`src/hw/rtl/lbb_mod_pipe.sv`:
```
`default_nettype none
// remainder of dividend by divisor, one restoring step per stage
module lbb_mod_pipe #(
	parameter int unsigned DW = 32,
	parameter int unsigned VW = 25,
	parameter int unsigned SW = 1
) (
	input  wire logic          clk,
	input  wire logic          arst_n,
	input  wire logic          en,
	input  wire logic          vld_in,
	input  wire logic [DW-1:0] dividend,
	input  wire logic [VW-1:0] divisor,
	input  wire logic [SW-1:0] side_in,
	output logic               vld_out,
	output logic [VW-1:0]      remainder,
	output logic [SW-1:0]      side_out
);
	logic [VW-1:0] rem_s  [DW+1];
	logic [DW-1:0] dvd_s  [DW+1];
	logic [SW-1:0] side_s [DW+1];
	logic          vld_s  [DW+1];

	assign rem_s[0]  = '0;
	assign dvd_s[0]  = dividend;
	assign side_s[0] = side_in;
	assign vld_s[0]  = vld_in;

	for (genvar k = 0; k < DW; k++) begin : g_stage
		logic [VW:0] wide;
		logic [VW:0] diff;
		logic        ge;
		assign wide = {rem_s[k], dvd_s[k][DW-1]};
		assign diff = wide - {1'b0, divisor};
		assign ge   = wide >= {1'b0, divisor};

		always_ff @(posedge clk or negedge arst_n) begin
			if (!arst_n)
				vld_s[k+1] <= 1'b0;
			else if (en)
				vld_s[k+1] <= vld_s[k];
		end

		always_ff @(posedge clk) begin
			if (en) begin
				rem_s[k+1]  <= ge ? diff[VW-1:0] : wide[VW-1:0];
				dvd_s[k+1]  <= dvd_s[k] << 1;
				side_s[k+1] <= side_s[k];
			end
		end
	end

	assign vld_out   = vld_s[DW];
	assign remainder = rem_s[DW];
	assign side_out  = side_s[DW];
endmodule
`default_nettype wire

```
`config.mk`:
```
export PLATFORM = sky130hd
export DESIGN_NAME = lbb_mod_pipe
export DESIGN_NICKNAME = d
export VERILOG_FILES = /design/src/hw/rtl/lbb_mod_pipe.sv
export SDC_FILE = /design/constraint.sdc
export NUM_CORES = 2
export LEC_CHECK = 0
export BUFFER_PORTS_ARGS = -buffer_cell sky130_fd_sc_hd__buf_2
export CORE_UTILIZATION = 31
export DETAILED_ROUTE_END_ITERATION = 7
export GPL_TIMING_DRIVEN = 1
export HOLD_SLACK_MARGIN = 0.12
export PLACE_DENSITY_LB_ADDON = 0.15
export SLEW_MARGIN = 20
export SYNTH_ARGS = -nofsm -noshare
export SYNTH_HDL_FRONTEND = slang
export SYNTH_SLANG_ARGS = --single-unit
```
`constraint.sdc`:
```
create_clock -name clk -period 5.3 [get_ports clk]
set_input_delay 0.265 -clock clk [delete_from_list [all_inputs] [get_ports clk]]
set_output_delay 0.265 -clock clk [all_outputs]
set_load 0.05 [all_outputs]
```
* After elaboration in Yosys (flattened, before gate mapping) *
Index checks and enable logic that the tools add are counted.

cells by class
  $add $sub $neg = 32
  magnitude comparators = 32
  muxes and demuxes = 32

operators with widths
  operator                                      count
  greater-or-equal comparator 26 x 25 -> 1 bit  31
  2-to-1 mux 25 bit                             31
  subtractor 25 bit                             31
  greater-or-equal comparator 1 x 25 -> 1 bit   1
  subtractor 1 x 25 -> 25 bit                   1
  2-to-1 mux 1 bit                              1

word-level totals
  flip-flop bits (word level) = 1360
  input port bits = 62

* Depth between registers and ports, before layout *
  depth in word-level cells = 2
  gate-level depth with buffers = 16

* Worst setup path before layout *
No wires, ideal clock.

  path kind = input port to flip-flop
  from = input divisor[1]
  to = register rem_s (netlist bit g_stage[23].wide[17]) (data pin)
  data arrival time = 5.180 ns
  required time = 5.040 ns
  path slack = -0.140 ns
  stages on the path = 14
  path buffers = 2
  cell sequence = inv_1 -> fa_1 -> a21oi_1 -> o21ai_0 -> a2111oi_0 -> o31ai_1 -> nand2b_1 -> a2111oi_0 -> nor2b_1 -> o41ai_1 -> a31o_1 -> buf_2 -> buf_2 -> mux2_2

on the way
  longest elaborated chain between the ends = 2
  elaborated cells between the ends (all ways) = 3
  those cells by class = add/sub: 1; order compare: 1; mux: 1

ends and longest elaborated chain
  element                                                                                   line    RTL
  start: declaration                                                                        13      input wire logic [VW-1:0] divisor,
  subtractor 25 bit / greater-or-equal comparator 26 x 25 -> 1 bit (equally long branches)  34, 35
  2-to-1 mux 25 bit *                                                                       46      rem_s[k+1] <= ge ? diff[VW-1:0] : wide[VW-1:0];
  end signal: indexed assignment                                                            46
  end: declaration                                                                          19      logic [VW-1:0] rem_s [DW+1];

Mark *: on every way between the ends. The rest lies on a longest branch, timed or not.
A chain may end at the register's enable or synchronous reset.

* Final worst setup path *
  from = register dvd_s[351] (netlist bit)
  to = register rem_s (netlist bit g_stage[23].wide[21]) (data pin)

on the way
  longest elaborated chain between the ends = 2
  elaborated cells between the ends (all ways) = 3
  those cells by class = add/sub: 1; order compare: 1; mux: 1

ends and longest elaborated chain
  element                                                                                   line    RTL
  start: declaration                                                                        20      logic [DW-1:0] dvd_s [DW+1];
  start signal: indexed assignment                                                          47      dvd_s[k+1] <= dvd_s[k] << 1;
  subtractor 25 bit / greater-or-equal comparator 26 x 25 -> 1 bit (equally long branches)  34, 35
  2-to-1 mux 25 bit *                                                                       46

Marked as above.

==> qor.csv <==
stage,metric,value,unit
run_status,status,"finished, violations left",
run_status,failing checks,DRC,
critical_path,Worst Path Max Fanout,25,
synthesis,Post-synth EDFFs,1328,
critical_path,worst r2r src,dvd_s[351]$_DFFE_PP_,
synthesis,ys flop type,edfxtp_1,
pwr,Clock power frac,0.183,
sta,fmax,0.218,GHz
floorplan,Die Y,528,um
synthesis,Syn. warnings,0,
clock_tree,maximum root-to-sink buffer count,4,
sta,Max Clock Skew,61.1,ps
sta,Worst Tran Pin Value,1040,ps
floorplan,starting density of the core,0.313,
synthesis,sequential element share of the synthesized area,0.474,
route,residual DRC count,2,
cells_and_area,"commonest non-fill, non-tap cell in the layout",edfxtp_1,
synthesis,distinct cell type count after synthesis,85,
critical_path,CP required,5850,ps
sta,Slew Limit Fails,0,
route,drt pass-1 iters,8,
critical_path,CP Launch Point,dvd_s[351]$_DFFE_PP_,
pwr,internal power,39.3,mW
synthesis,Gate Count Post-Synth,7705,
route,final wirelength,240000,um
pwr,switching share of power,0.390,
floorplan,core area,274000,um2
min_path,hold path start,dividend[4],
pwr,pwr dens,655,nW/um2
route,Iter 0 DRT Violations,4136,
global_route,met2 Track Usage GR,0.277,
clock_tree,clk sinks,1360,
pwr,Pleak,38.3,nW
global_route,GRT Util Overall,0.170,
clock_tree,clock root cell,clkbuf_16,
min_path,worst hold path depth,2,
pwr,maximum vdd drop,0.000255,V
critical_path,R2R cell count,16,
flow_run,maxcap violations,0,
floorplan,Row Count,192,
clock_tree,TritonCTS clock tree,yes,
sta,Tmin final,4590,ps
clock_tree,Worst-Skew Late Latency,860,ps
cells_and_area,share of layout cells above drive strength 1,0.123,
critical_path,CP endpoint kind,register,
cells_and_area,most frequent cells in the layout,"edfxtp_1, ha_1, a21oi_1",
route,via count,61400,
sta,setup TNS,0,ps
sta,"Period Utilization, post-route",0.865,
route,DR WL/cell,20.3,um
global_route,busiest layer in global routing,met2,
sta,Final setup viols,0,
route,vias per cell,5.18,
min_path,hold crit path type,primary input to register,
synthesis,average cell area after synthesis,11.1,um2
floorplan,die area,279000,um2
place,Port-buffer cells,88,
synthesis,"FF+latch count, synth",1360,
global_route,M1 GR Usage,0.236,
pwr,sequential share of power,0.311,
clock_tree,"CTS clk-pin slew, worst paths",60,ps
cells_and_area,Nets,8913,
sta,Rel. slew slack,0.310,
sta,unrepaired setup endpoints after global routing,no,
synthesis,synthesized area,85800,um2
global_route,GR Layer Usage met3,0.0229,
cells_and_area,layout filler cell count,27100,
global_route,initial antenna violation count,13,
place,routability congestion estimate,0.861,
global_route,vias in the first global route,61200,
sta,Final Hold Viols,0,
critical_path,CP startpoint kind,register,
critical_path,WP data arrival,5130,ps
clock_tree,postcts setup bufs,0,
global_route,pin count of the biggest net entering global routing,146,
pwr,Sw Pwr,25.1,mW
synthesis,Synth Net Count,8575,
sta,worst hold slack,176,ps
pwr,Comb pwr share,0.507,
global_route,GRT overflow,0,
clock_tree,H-Tree Depth,4,
synthesis,asr flop ratio synth,0.0235,
critical_path,worst setup path category,register to register,
floorplan,Ports,89,
route,Antenna Nets Post-Route,0,
clock_tree,clock buffer count from CTS,180,
place,Post-DP HPWL,173000,um
cells_and_area,Synth-to-Final Area Change,14.5,%
global_route,first-pass GRT wire length,368000,um
floorplan,width of the die,528,um
## power groups by stage
stage	combinational [mW]	sequential (mW)	clock (mW)
after floorplan	25.0	19.0	0
after global placement	32.1	20.3	0
after CTS	32.7	20.0	12.3
after global routing	36.4	20.3	12.6
final	32.6	20.0	11.8
after detailed placement	32.3	20.2	0
## stage by stage
step                      utilization  std cells  setup slack, ps  cell area [um2]  power [mW]
after floorplan                     -       7705             66.4            85800        44.1
after global placement          0.335      11500              403            92000        52.4
after detailed placement        0.335      11500              379            92000        52.5
after CTS                       0.358      11900              761            98300        65.0
after global routing            0.358      11900              516            98300        69.3
final                           0.358      11900              714            98300        64.4
## worst max-delay path: stages (launching register included)
cell       delay, ps
edfxtp_1         490
inv_1            130
ha_1             170
inv_1             50
fa_1             410
a21oi_1          190
o21ai_0          160
a2111oi_0        720
o31ai_1          280
nand2b_1         180
a2111oi_0        120
buf_4            170
nor2b_1          260
o41ai_1          140
a31o_1           230
buf_4            240
mux2_1           340
## final timing paths
kind                                                        to  slack (ps)
worst max-delay path            g_stage[23].wide[21]$_DFFE_PP_         710
min in group asynchronous                vld_s[10]$_DFFE_PN0P_         470
max in group asynchronous                vld_s[29]$_DFFE_PN0P_        4640
worst min-delay path                      dvd_s[997]$_DFFE_PP_         180
worst max register to register  g_stage[23].wide[21]$_DFFE_PP_         710
worst min register to register            dvd_s[718]$_DFFE_PP_         380
## synth_stat cells, types with 15 or more instances
cell type | instances | share of area
mux2_4 | 19 | 0.0033
o21ai_0 | 511 | 0.030
or3_1 | 38 | 0.0028
a211o_1 | 38 | 0.0039
a31oi_1 | 64 | 0.0047
o31a_1 | 22 | 0.0022
buf_1 | 19 | 0.00083
o21a_1 | 95 | 0.0083
o41ai_1 | 18 | 0.0018
xor2_1 | 226 | 0.023
a21boi_0 | 34 | 0.0030
mux2i_1 | 21 | 0.0025
nor2b_1 | 78 | 0.0057
nand4_1 | 113 | 0.0082
a221o_1 | 17 | 0.0020
o22ai_1 | 15 | 0.0011
fa_1 | 31 | 0.0072
a221oi_1 | 17 | 0.0017
a21oi_1 | 680 | 0.040
dfrtp_1 | 32 | 0.0093
and2_1 | 31 | 0.0023
nor2_1 | 521 | 0.023
o211ai_1 | 30 | 0.0026
a2111oi_0 | 22 | 0.0022
inv_1 | 251 | 0.011
xnor2_1 | 396 | 0.040
o21bai_1 | 90 | 0.0079
ha_1 | 777 | 0.11
a21o_1 | 353 | 0.031
clkbuf_1 | 140 | 0.0061
and3_1 | 62 | 0.0045
a211oi_1 | 59 | 0.0052
or2_2 | 33 | 0.0024
nand3_1 | 133 | 0.0078
mux2_2 | 388 | 0.051
nand2_1 | 506 | 0.022
nor3_1 | 118 | 0.0069
edfxtp_1 | 1328 | 0.46
nand2b_1 | 87 | 0.0063
o31ai_1 | 64 | 0.0056
nor4_1 | 38 | 0.0028
## area by class of cell
cell class | count | area, um2 | area share
multi-input cells | 5921 | 43500 | 0.443
flip-flops and latches | 1360 | 40700 | 0.414
clock buffers | 224 | 4840 | 0.0492
well taps | 3686 | 4610 | 0.0469
repair buffers | 329 | 2920 | 0.0297
inverters | 251 | 946 | 0.00963
clock inverters | 82 | 732 | 0.00745
diodes | 3 | 7.51 | 0.0000764
## state kept, by name (all words and copies together), names as in the netlist
| name | cells |
|---|---|
| side_s | 31 |
| vld_s | 31 |
| side_out | 1 |
| vld_out | 1 |
| g_stage.wide | 775 |
| dvd_s | 496 |
| remainder | 25 |
## cells by family after synthesis
logic type	Yosys count	synth area share
compound gates	2243	0.165
xor+xnor	622	0.0635
fa+ha+maj	808	0.121
buf+inv	424	0.0191
flops	1360	0.474
mux	429	0.0568
simple gates	1819	0.101
## layer usage
metal  share of wire  up-vias
met5               0        -
met4           0.025        0
met3           0.042      324
met2            0.45     1283
met1            0.48    29700
li1                -    30100
## what timing repair did
| action | 4_1_cts | 5_1_grt |
|---|---|---|
| gates resized for setup | 0 | 0 |
| hold buffers | 67 | 0 |
| hold endpoints to repair | 164 | 0 |
| endpoints found under the setup margin | 0 | 0 |
Power figures use the tool's default switching activity.
