$ cat config.mk
export PLATFORM = sky130hd
export DESIGN_NAME = lbb_cfg_regs_flat
export DESIGN_NICKNAME = d
export VERILOG_FILES = /design/src/hw/rtl/lbb_pkg.sv /design/src/hw/rtl/lbb_cfg_if.sv /design/src/hw/rtl/lbb_cfg_regs.sv /design/src/flat_wrapper.sv
export SDC_FILE = /design/constraint.sdc
export NUM_CORES = 1
export LEC_CHECK = 0
export BUFFER_PORTS_ARGS = -buffer_cell sky130_fd_sc_hd__buf_2
export CAP_MARGIN = 20
export CORE_MARGIN = 3
export CORE_UTILIZATION = 65
export CTS_CLUSTER_DIAMETER = 40
export CTS_CLUSTER_SIZE = 25
export DETAILED_ROUTE_END_ITERATION = 7
export GPL_TIMING_DRIVEN = 0
export PLACE_DENSITY = 0.87
export SETUP_SLACK_MARGIN = 0.02
export SLEW_MARGIN = 0
export SYNTH_ARGS = -nofsm -noshare
export SYNTH_HDL_FRONTEND = slang
export SYNTH_SLANG_ARGS = --single-unit
$ cat constraint.sdc
create_clock -name clk -period 20.9 [get_ports clk]
set_input_delay 2.09 -clock clk [delete_from_list [all_inputs] [get_ports clk]]
set_output_delay 2.09 -clock clk [all_outputs]
set_load 0.01 [all_outputs]
$ cat src/hw/rtl/lbb_pkg.sv
`default_nettype none
package lbb_pkg;
	localparam int unsigned ColorW  = 3;
	localparam int unsigned CountW  = 8;
	localparam int unsigned DurW    = 16;
	localparam int unsigned OriginW = 32;
	localparam int unsigned NowW    = 32;
	localparam int unsigned PeriodW = 25;
	localparam int unsigned BlinkW  = 17;
	localparam int unsigned CfgIdxW = 3;
	localparam int unsigned CfgDatW = 32;

	typedef enum logic [CfgIdxW-1:0] {
		REG_COLOR_MASK  = 3'd0,
		REG_BLINK_COUNT = 3'd1,
		REG_ON_TICKS    = 3'd2,
		REG_OFF_TICKS   = 3'd3,
		REG_PAUSE_TICKS = 3'd4,
		REG_START_ON    = 3'd5,
		REG_ORIGIN      = 3'd6
	} reg_idx_t;

	typedef struct packed {
		logic [ColorW-1:0]  color_mask;
		logic               start_on;
		logic [DurW-1:0]    on_ticks;
		logic [DurW-1:0]    off_ticks;
		logic [OriginW-1:0] origin;
		logic [PeriodW-1:0] burst;
		logic [PeriodW-1:0] period;
		logic [BlinkW-1:0]  blink_len;
	} cfg_t;
endpackage
`default_nettype wire

$ cat src/hw/rtl/lbb_cfg_if.sv
`default_nettype none
interface lbb_cfg_if;
	logic                         valid;
	logic                         ready;
	logic [lbb_pkg::CfgIdxW-1:0]  index;
	logic [lbb_pkg::CfgDatW-1:0]  data;
	modport source (output valid, output index, output data, input ready);
	modport sink (input valid, input index, input data, output ready);
endinterface
`default_nettype wire

$ cat src/hw/rtl/lbb_cfg_regs.sv
`default_nettype none
module lbb_cfg_regs (
	input  wire logic   clk,
	input  wire logic   arst_n,
	lbb_cfg_if.sink     cfg,
	output lbb_pkg::cfg_t cfg_out
);
	logic [lbb_pkg::ColorW-1:0]  color_mask_q;
	logic [lbb_pkg::CountW-1:0]  blink_count_q;
	logic [lbb_pkg::DurW-1:0]    on_ticks_q;
	logic [lbb_pkg::DurW-1:0]    off_ticks_q;
	logic [lbb_pkg::DurW-1:0]    pause_ticks_q;
	logic                        start_on_q;
	logic [lbb_pkg::OriginW-1:0] origin_q;
	logic [lbb_pkg::PeriodW-1:0] burst_q;
	logic [lbb_pkg::PeriodW-1:0] period_q;
	logic [lbb_pkg::BlinkW-1:0]  blink_len_q;
	logic [lbb_pkg::PeriodW-1:0] burst_d;
	logic [lbb_pkg::CountW-1:0]  off_count;

	assign cfg.ready = 1'b1;

	always_ff @(posedge clk or negedge arst_n) begin
		if (!arst_n) begin
			color_mask_q  <= '0;
			blink_count_q <= lbb_pkg::CountW'(1);
			on_ticks_q    <= '0;
			off_ticks_q   <= '0;
			pause_ticks_q <= '0;
			start_on_q    <= 1'b0;
			origin_q      <= '0;
		end else if (cfg.valid) begin
			unique case (cfg.index)
				lbb_pkg::REG_COLOR_MASK:  color_mask_q  <= cfg.data[lbb_pkg::ColorW-1:0];
				lbb_pkg::REG_BLINK_COUNT: blink_count_q <= cfg.data[lbb_pkg::CountW-1:0];
				lbb_pkg::REG_ON_TICKS:    on_ticks_q    <= cfg.data[lbb_pkg::DurW-1:0];
				lbb_pkg::REG_OFF_TICKS:   off_ticks_q   <= cfg.data[lbb_pkg::DurW-1:0];
				lbb_pkg::REG_PAUSE_TICKS: pause_ticks_q <= cfg.data[lbb_pkg::DurW-1:0];
				lbb_pkg::REG_START_ON:    start_on_q    <= cfg.data[0];
				lbb_pkg::REG_ORIGIN:      origin_q      <= cfg.data[lbb_pkg::OriginW-1:0];
				default: ;
			endcase
		end
	end

	// derived timing, settles in the cycle after a write
	assign off_count = blink_count_q - lbb_pkg::CountW'(start_on_q);
	always_comb begin
		burst_d = '0;
		if (blink_count_q != '0)
			burst_d = lbb_pkg::PeriodW'(blink_count_q) * lbb_pkg::PeriodW'(on_ticks_q)
				+ lbb_pkg::PeriodW'(off_count) * lbb_pkg::PeriodW'(off_ticks_q);
	end

	always_ff @(posedge clk or negedge arst_n) begin
		if (!arst_n) begin
			burst_q     <= '0;
			period_q    <= '0;
			blink_len_q <= '0;
		end else begin
			burst_q     <= burst_d;
			period_q    <= burst_d + lbb_pkg::PeriodW'(pause_ticks_q);
			blink_len_q <= lbb_pkg::BlinkW'(on_ticks_q) + lbb_pkg::BlinkW'(off_ticks_q);
		end
	end

	always_comb begin
		cfg_out.color_mask = color_mask_q;
		cfg_out.start_on   = start_on_q;
		cfg_out.on_ticks   = on_ticks_q;
		cfg_out.off_ticks  = off_ticks_q;
		cfg_out.origin     = origin_q;
		cfg_out.burst      = burst_q;
		cfg_out.period     = period_q;
		cfg_out.blink_len  = blink_len_q;
	end
endmodule
`default_nettype wire

$ cat src/flat_wrapper.sv
// flat-port wrapper written by rule: the top's interface ports become plain ports
module lbb_cfg_regs_flat 
  (clk, arst_n, cfg_out, cfg_valid, cfg_index, cfg_data, cfg_ready);
  lbb_cfg_if cfg_i ();
  input  wire logic clk;
  input  wire logic arst_n;
  output lbb_pkg::cfg_t cfg_out;
  input wire logic [$bits(cfg_i.valid)-1:0] cfg_valid;
  input wire logic [$bits(cfg_i.index)-1:0] cfg_index;
  input wire logic [$bits(cfg_i.data)-1:0] cfg_data;
  output wire logic [$bits(cfg_i.ready)-1:0] cfg_ready;
  assign cfg_i.valid = cfg_valid;
  assign cfg_i.index = cfg_index;
  assign cfg_i.data = cfg_data;
  assign cfg_ready = cfg_i.ready;
  lbb_cfg_regs u_core (.clk(clk), .arst_n(arst_n), .cfg(cfg_i), .cfg_out(cfg_out));
endmodule
# Yosys cells after proc, flatten, opt, wreduce, memory -nomap -nowiden
# Index checks and enable logic that the tools add are counted.
# op_classes
addsub,4
n_mul,2
div,0
n_lt_le_gt_ge,0
n_eq_ne,6
n_shift,0
n_mux,1
n_bitwise,0
n_reduce_logical,9
# ops
op,count
$mul 8x16->24,2
$add 24x24->25,1
$add 25x16->25,1
$mux 25,1
$add 16x16->17,1
$reduce_and 2->1,7
$eq 3x3->1 const B,3
$reduce_bool 8->1,1
$sub 8x1->8,1
$eq 3x2->1 const B,2
$eq 3x1->1 const B,1
$logic_not 3->1,1
# word_totals
reg_bits,159
latchBits,0
mem_bits_rw,0
rom_bits,0
in_bits,38
out_inout_bits,136
wordCells,32
memories,0

# Logic depth before layout (Yosys ltp)
# logic_depth
ltp_word,5
mapped_depth,38
depth_no_buf,37

# Worst setup path before layout
# Ideal clock, no wire load.
# synth_timing
kind,register to register
startpoint,register u_core.blink_count_q[5] in the netlist's numbering
endpoint,register u_core.period_q[24] in the netlist's numbering
setup_time_ps,132
arrival_time_ps,7405
required_ps,20768
setup_slack_ps,13364
stages_incl_launch_ff,30
path_buffers,2
period_less_slack_ps,7536
path_cell_list,dfrtp_1 buf_2 or4_1 nor3_1 xor2_1 clkbuf_1 nand2_1 fa_1 fa_1 inv_1 fa_1 fa_1 fa_1 inv_1 fa_1 inv_1 ha_1 or3_1 o221ai_2 a21oi_2 xnor2_1 nor2_1 ha_1 a21o_1 a21o_1 a21o_1 a41oi_1 a211oi_2 nor4b_4 xor2_1
# synth_via
elab_chain_cells,5
elab_cells_between_ends,7
classes_between,add/sub (3); mul (2); mux (1); reduce/logical (1)
# synth_lines
element,line,text
from (decl),lbb_cfg_regs.sv:9,logic [lbb_pkg::CountW-1:0] blink_count_q;
from (signal assigned),lbb_cfg_regs.sv:26,blink_count_q <= lbb_pkg::CountW'(1);
from (signal assigned),lbb_cfg_regs.sv:35,lbb_pkg::REG_BLINK_COUNT: blink_count_q <= cfg.data[lbb_pkg::CountW-1:0];
$sub 8x1->8,lbb_cfg_regs.sv:47,assign off_count = blink_count_q - lbb_pkg::CountW'(start_on_q);
$mul 8x16->24,lbb_cfg_regs.sv:52,+ lbb_pkg::PeriodW'(off_count) * lbb_pkg::PeriodW'(off_ticks_q);
$add 24x24->25,lbb_cfg_regs.sv:52,
$mux 25 *,lbb_cfg_regs.sv:50,if (blink_count_q != '0)
"via u_core.burst_d, one bit",lbb_cfg_regs.sv:18,logic [lbb_pkg::PeriodW-1:0] burst_d;
$add 25x16->25 *,lbb_cfg_regs.sv:62,period_q <= burst_d + lbb_pkg::PeriodW'(pause_ticks_q);
to (signal assigned),lbb_cfg_regs.sv:62,
to (decl),lbb_cfg_regs.sv:16,logic [lbb_pkg::PeriodW-1:0] period_q;
# The timed path passes the listed nets; every way through them passes the cells marked *.
# A chain may end at the register's enable or synchronous reset.

# Final worst setup path
# layout_timing
startpoint,register u_core.blink_count_q[0] in the netlist's numbering
endpoint,register u_core.period_q[24] in the netlist's numbering
# Same word-level chain as after synthesis.

==> key figures <==
Clocking
  • TritonCTS clock tree: yes
  • Setup Buffers After CTS: 0
  • Clock root cell: clkbuf_16
  • CTS Sinks: 159
  • Clk slew on worst S/H paths: 0.07 ns
  • Worst skew pair latency: 0.45 ns
  • H-Tree Depth: 4
  • # resized after CTS: 0
  • Longest Clk Path Bufs: 2
  • Cts hold-fix bufs: 0
  • Num CTS Buffers: 17

Setup path
  • Reg2reg start: u_core.blink_count_q[0]$_DFFE_PN1P_
  • Worst-path fanout max: 10
  • CP arrival: 9.38 ns
  • CP Capture Type: register
  • CP delay by family, top: adder cells
  • Slowest stage delay, CP: 0.72 ns
  • Register-to-register setup slack: 11.83 ns
  • Cells on worst reg2reg path: 31
  • Reg-to-Reg End: u_core.period_q[24]$_DFF_PN0_
  • CP dominant cell by count: fa_1
  • Setup crit start kind: register
  • Crit-path slowest cell: xor2_1
  • Worst endpoint required time: 21.22 ns
  • Critical path type: reg2reg
  • CP Buf/Inv Count: 6

Synth
  • Syn nets: 1865
  • Post-synth ARST share: 100%
  • Post-Synthesis Cells: 1509
  • Dominant synthesized flop cell: dfrtp_1
  • Area contributors post-synth: fa_1, dfrtp_1, ha_1
  • Post-synth EDFFs: 0
  • YS warnings: 0
  • Avg Cell Area, Syn: 10.2 sq um
  • Sequential area share after synthesis: 25.9%
  • Synth cell types: 65
  • Cell taking the most area after synthesis: fa_1
  • Top-area cell type share of the netlist area: 27.5%
  • Yosys reg bits: 159
  • Synthesized area: 15300 sq um

Final layout
  • Final-stage net count: 2058
  • P&R area growth vs syn: 12.6%
  • Final Util: 75.4%
  • Fin cells: 2028
  • # diodes: 0
  • Layout cells sized above 1: 18.6%

Route
  • DRC errors left: 2
  • First-pass DRT Iterations: 7
  • Post-Route WL: 38.8 mm
  • Antenna Nets Post-Route: 0
  • Drt wl/cell: 19.1 microns
  • Total vias in the final route: 11520
  • Initial DRC count: 909
  • Via-to-Cell Ratio: 5.68

Hold path
  • Worst Hold Class: reg2reg
  • End of the worst hold path: u_core.origin_q[13]$_DFFE_PN0P_
  • Hold Path Stages: 1
  • Hold_sp: u_core.origin_q[13]$_DFFE_PN0P_

Flow run
  • Max Cap Viol: 0

STA
  • RSZ-0062 raised after global routing: false
  • Tcrit/Tclk final: 43.4%
  • Final min period: 9.07 ns
  • Final Setup Violations: 0
  • Worst-Margin Slew: 0.887 ns
  • Final Hold Vio Count: 0
  • Clock Skew: 0.0124 ns
  • Max Fclk: 0.110 GHz
  • Max-slew violation count: 0
  • Setup TNS: 0 ns
  • Slew margin rel.: 39.3%
  • Hold Slack: 0.502 ns

Floorplan
  • Placeable Area: 22900 sq um
  • Die height: 160 microns
  • Die width: 160 microns
  • Die footprint: 25500 sq um
  • Starting Density: 67.0%
  • Ports: 174
  • Row cnt: 55

Global routing
  • Grt total ovfl: 0
  • Largest net degree at the start of global routing: 101
  • Initial antenna violation count: 1
  • Global-route wire length before repair: 63.8 mm
  • Vias in the first global route: 12603
  • GRT Total Usage: 31.8%

Outcome
  • Status: finished, violations left
  • Failing checks: DRC

Placed design
  • Post-DP HPWL: 30.4 mm
  • GPL Wtd Cong: 0.940
  • Placed insts: 1996
  • Port Buffers: 170
[cell usage in the layout (no fill, tap or decap), drive strengths merged, types with 19 or more instances in the layout]
master,Yosys,layout
inv,302,309
fa,211,211
buf,7,181
dfrtp,158,158
nand2,150,150
and2,108,108
ha,107,107
mux2,88,88
clkbuf,39,56
nor2,50,50
xnor2,33,33
a21oi,32,32
nor2b,26,26
nor3,22,22
xor2,19,19
[area by class of cell]
| type | count | area, sq um |
|---|---|---|
| plain buffers | 46 | 184 |
| clock buffers | 17 | 425 |
| clock inverters | 15 | 216 |
| fillers | 1478 | 5640 |
| inverters | 302 | 1130 |
| multi-input cells | 1002 | 10000 |
| flip-flops and latches | 159 | 3980 |
| well taps | 313 | 392 |
| repair buffers | 174 | 900 |
[sequential cells by signal, indices dropped and copies added, names as in the netlist]
signal / cells
u_core.blink_count_q: 8
u_core.blink_len_q: 17
u_core.burst_q: 25
u_core.color_mask_q: 3
u_core.off_ticks_q: 16
u_core.on_ticks_q: 16
u_core.origin_q: 32
u_core.pause_ticks_q: 16
u_core.period_q: 25
u_core.start_on_q: 1
[cell usage after synthesis, types with 4 or more instances]
cell and instances:
ha_1 107, a21o_1 15, mux2_2 88, or3_1 6, a21oi_1 30, and3_1 12, xnor2_1 33, nor2b_1 26
o21ai_0 16, nor2_1 50, o21a_1 10, inv_1 302, nand3_1 10, fa_1 211, nand2_1 150, nand2b_1 18
nor3_1 21, and2_1 108, clkbuf_1 39, nand4_1 4, o211ai_1 4, dfrtp_1 158, a31oi_1 4, xor2_1 19
[worst reg2reg max path, delay by kind of cell (launching register included)]
family	cells	cell delay, ns
compound gates	7	1.46
xor+xnor	3	1.02
fa+ha+maj	10	4.01
buf+inv	6	0.83
flops	1	0.64
simple gates	5	0.98
[kinds of logic after synthesis]
| family | after synthesis | share of synthesized area [%] |
|---|---|---|
| muxes | 89 | 6.55 |
| and+or+nand+nor | 427 | 14.5 |
| xor gates and xnor gates | 52 | 2.97 |
| DFF | 159 | 25.9 |
| other | 1 | 0.0244 |
| adders and majority gates | 318 | 36.3 |
| buffers and inverters | 348 | 8.59 |
| AOI/OAI and AO/OA | 115 | 5.17 |
[per-stage QoR]
step | setup slack (ns) | cell area, sq um
global placement | 12.09 | 16600
finish | 11.83 | 17300
floorplan | 13.36 | 15300
global route | 11.46 | 17300
CTS | 11.97 | 17300
detailed placement | 12.05 | 16600
[worst max path at each step]
stage / from / end / slack [ns] / depth (start not counted)
2_1_floorplan: u_core.blink_count_q[5]$_DFFE_PN0P_ / u_core.period_q[24]$_DFF_PN0_ / 13.36 / 29
3_3_place_gp: u_core.blink_count_q[5]$_DFFE_PN0P_ / u_core.period_q[19]$_DFF_PN0_ / 12.09 / 26
3_5_place_dp: u_core.blink_count_q[5]$_DFFE_PN0P_ / u_core.period_q[24]$_DFF_PN0_ / 12.05 / 29
4_1_cts: u_core.blink_count_q[5]$_DFFE_PN0P_ / u_core.period_q[19]$_DFF_PN0_ / 11.97 / 26
5_1_grt: u_core.blink_count_q[5]$_DFFE_PN0P_ / u_core.period_q[19]$_DFF_PN0_ / 11.46 / 28
6_report: u_core.blink_count_q[0]$_DFFE_PN1P_ / u_core.period_q[24]$_DFF_PN0_ / 11.83 / 31
[layer usage]
layer	wire, microns	track usage [%]	vias to the layer above	part of all wire [%]
li1	-	-	5062	-
met1	14600	40.1	5721	38
met2	18600	52.6	601	48
met3	3940	8.12	136	10
met4	1610	13.3	0	4.2
met5	0	0	-	0
Power is not shown: default switching activity piles up to over one toggle a cycle in this logic, so the estimate is an artifact.
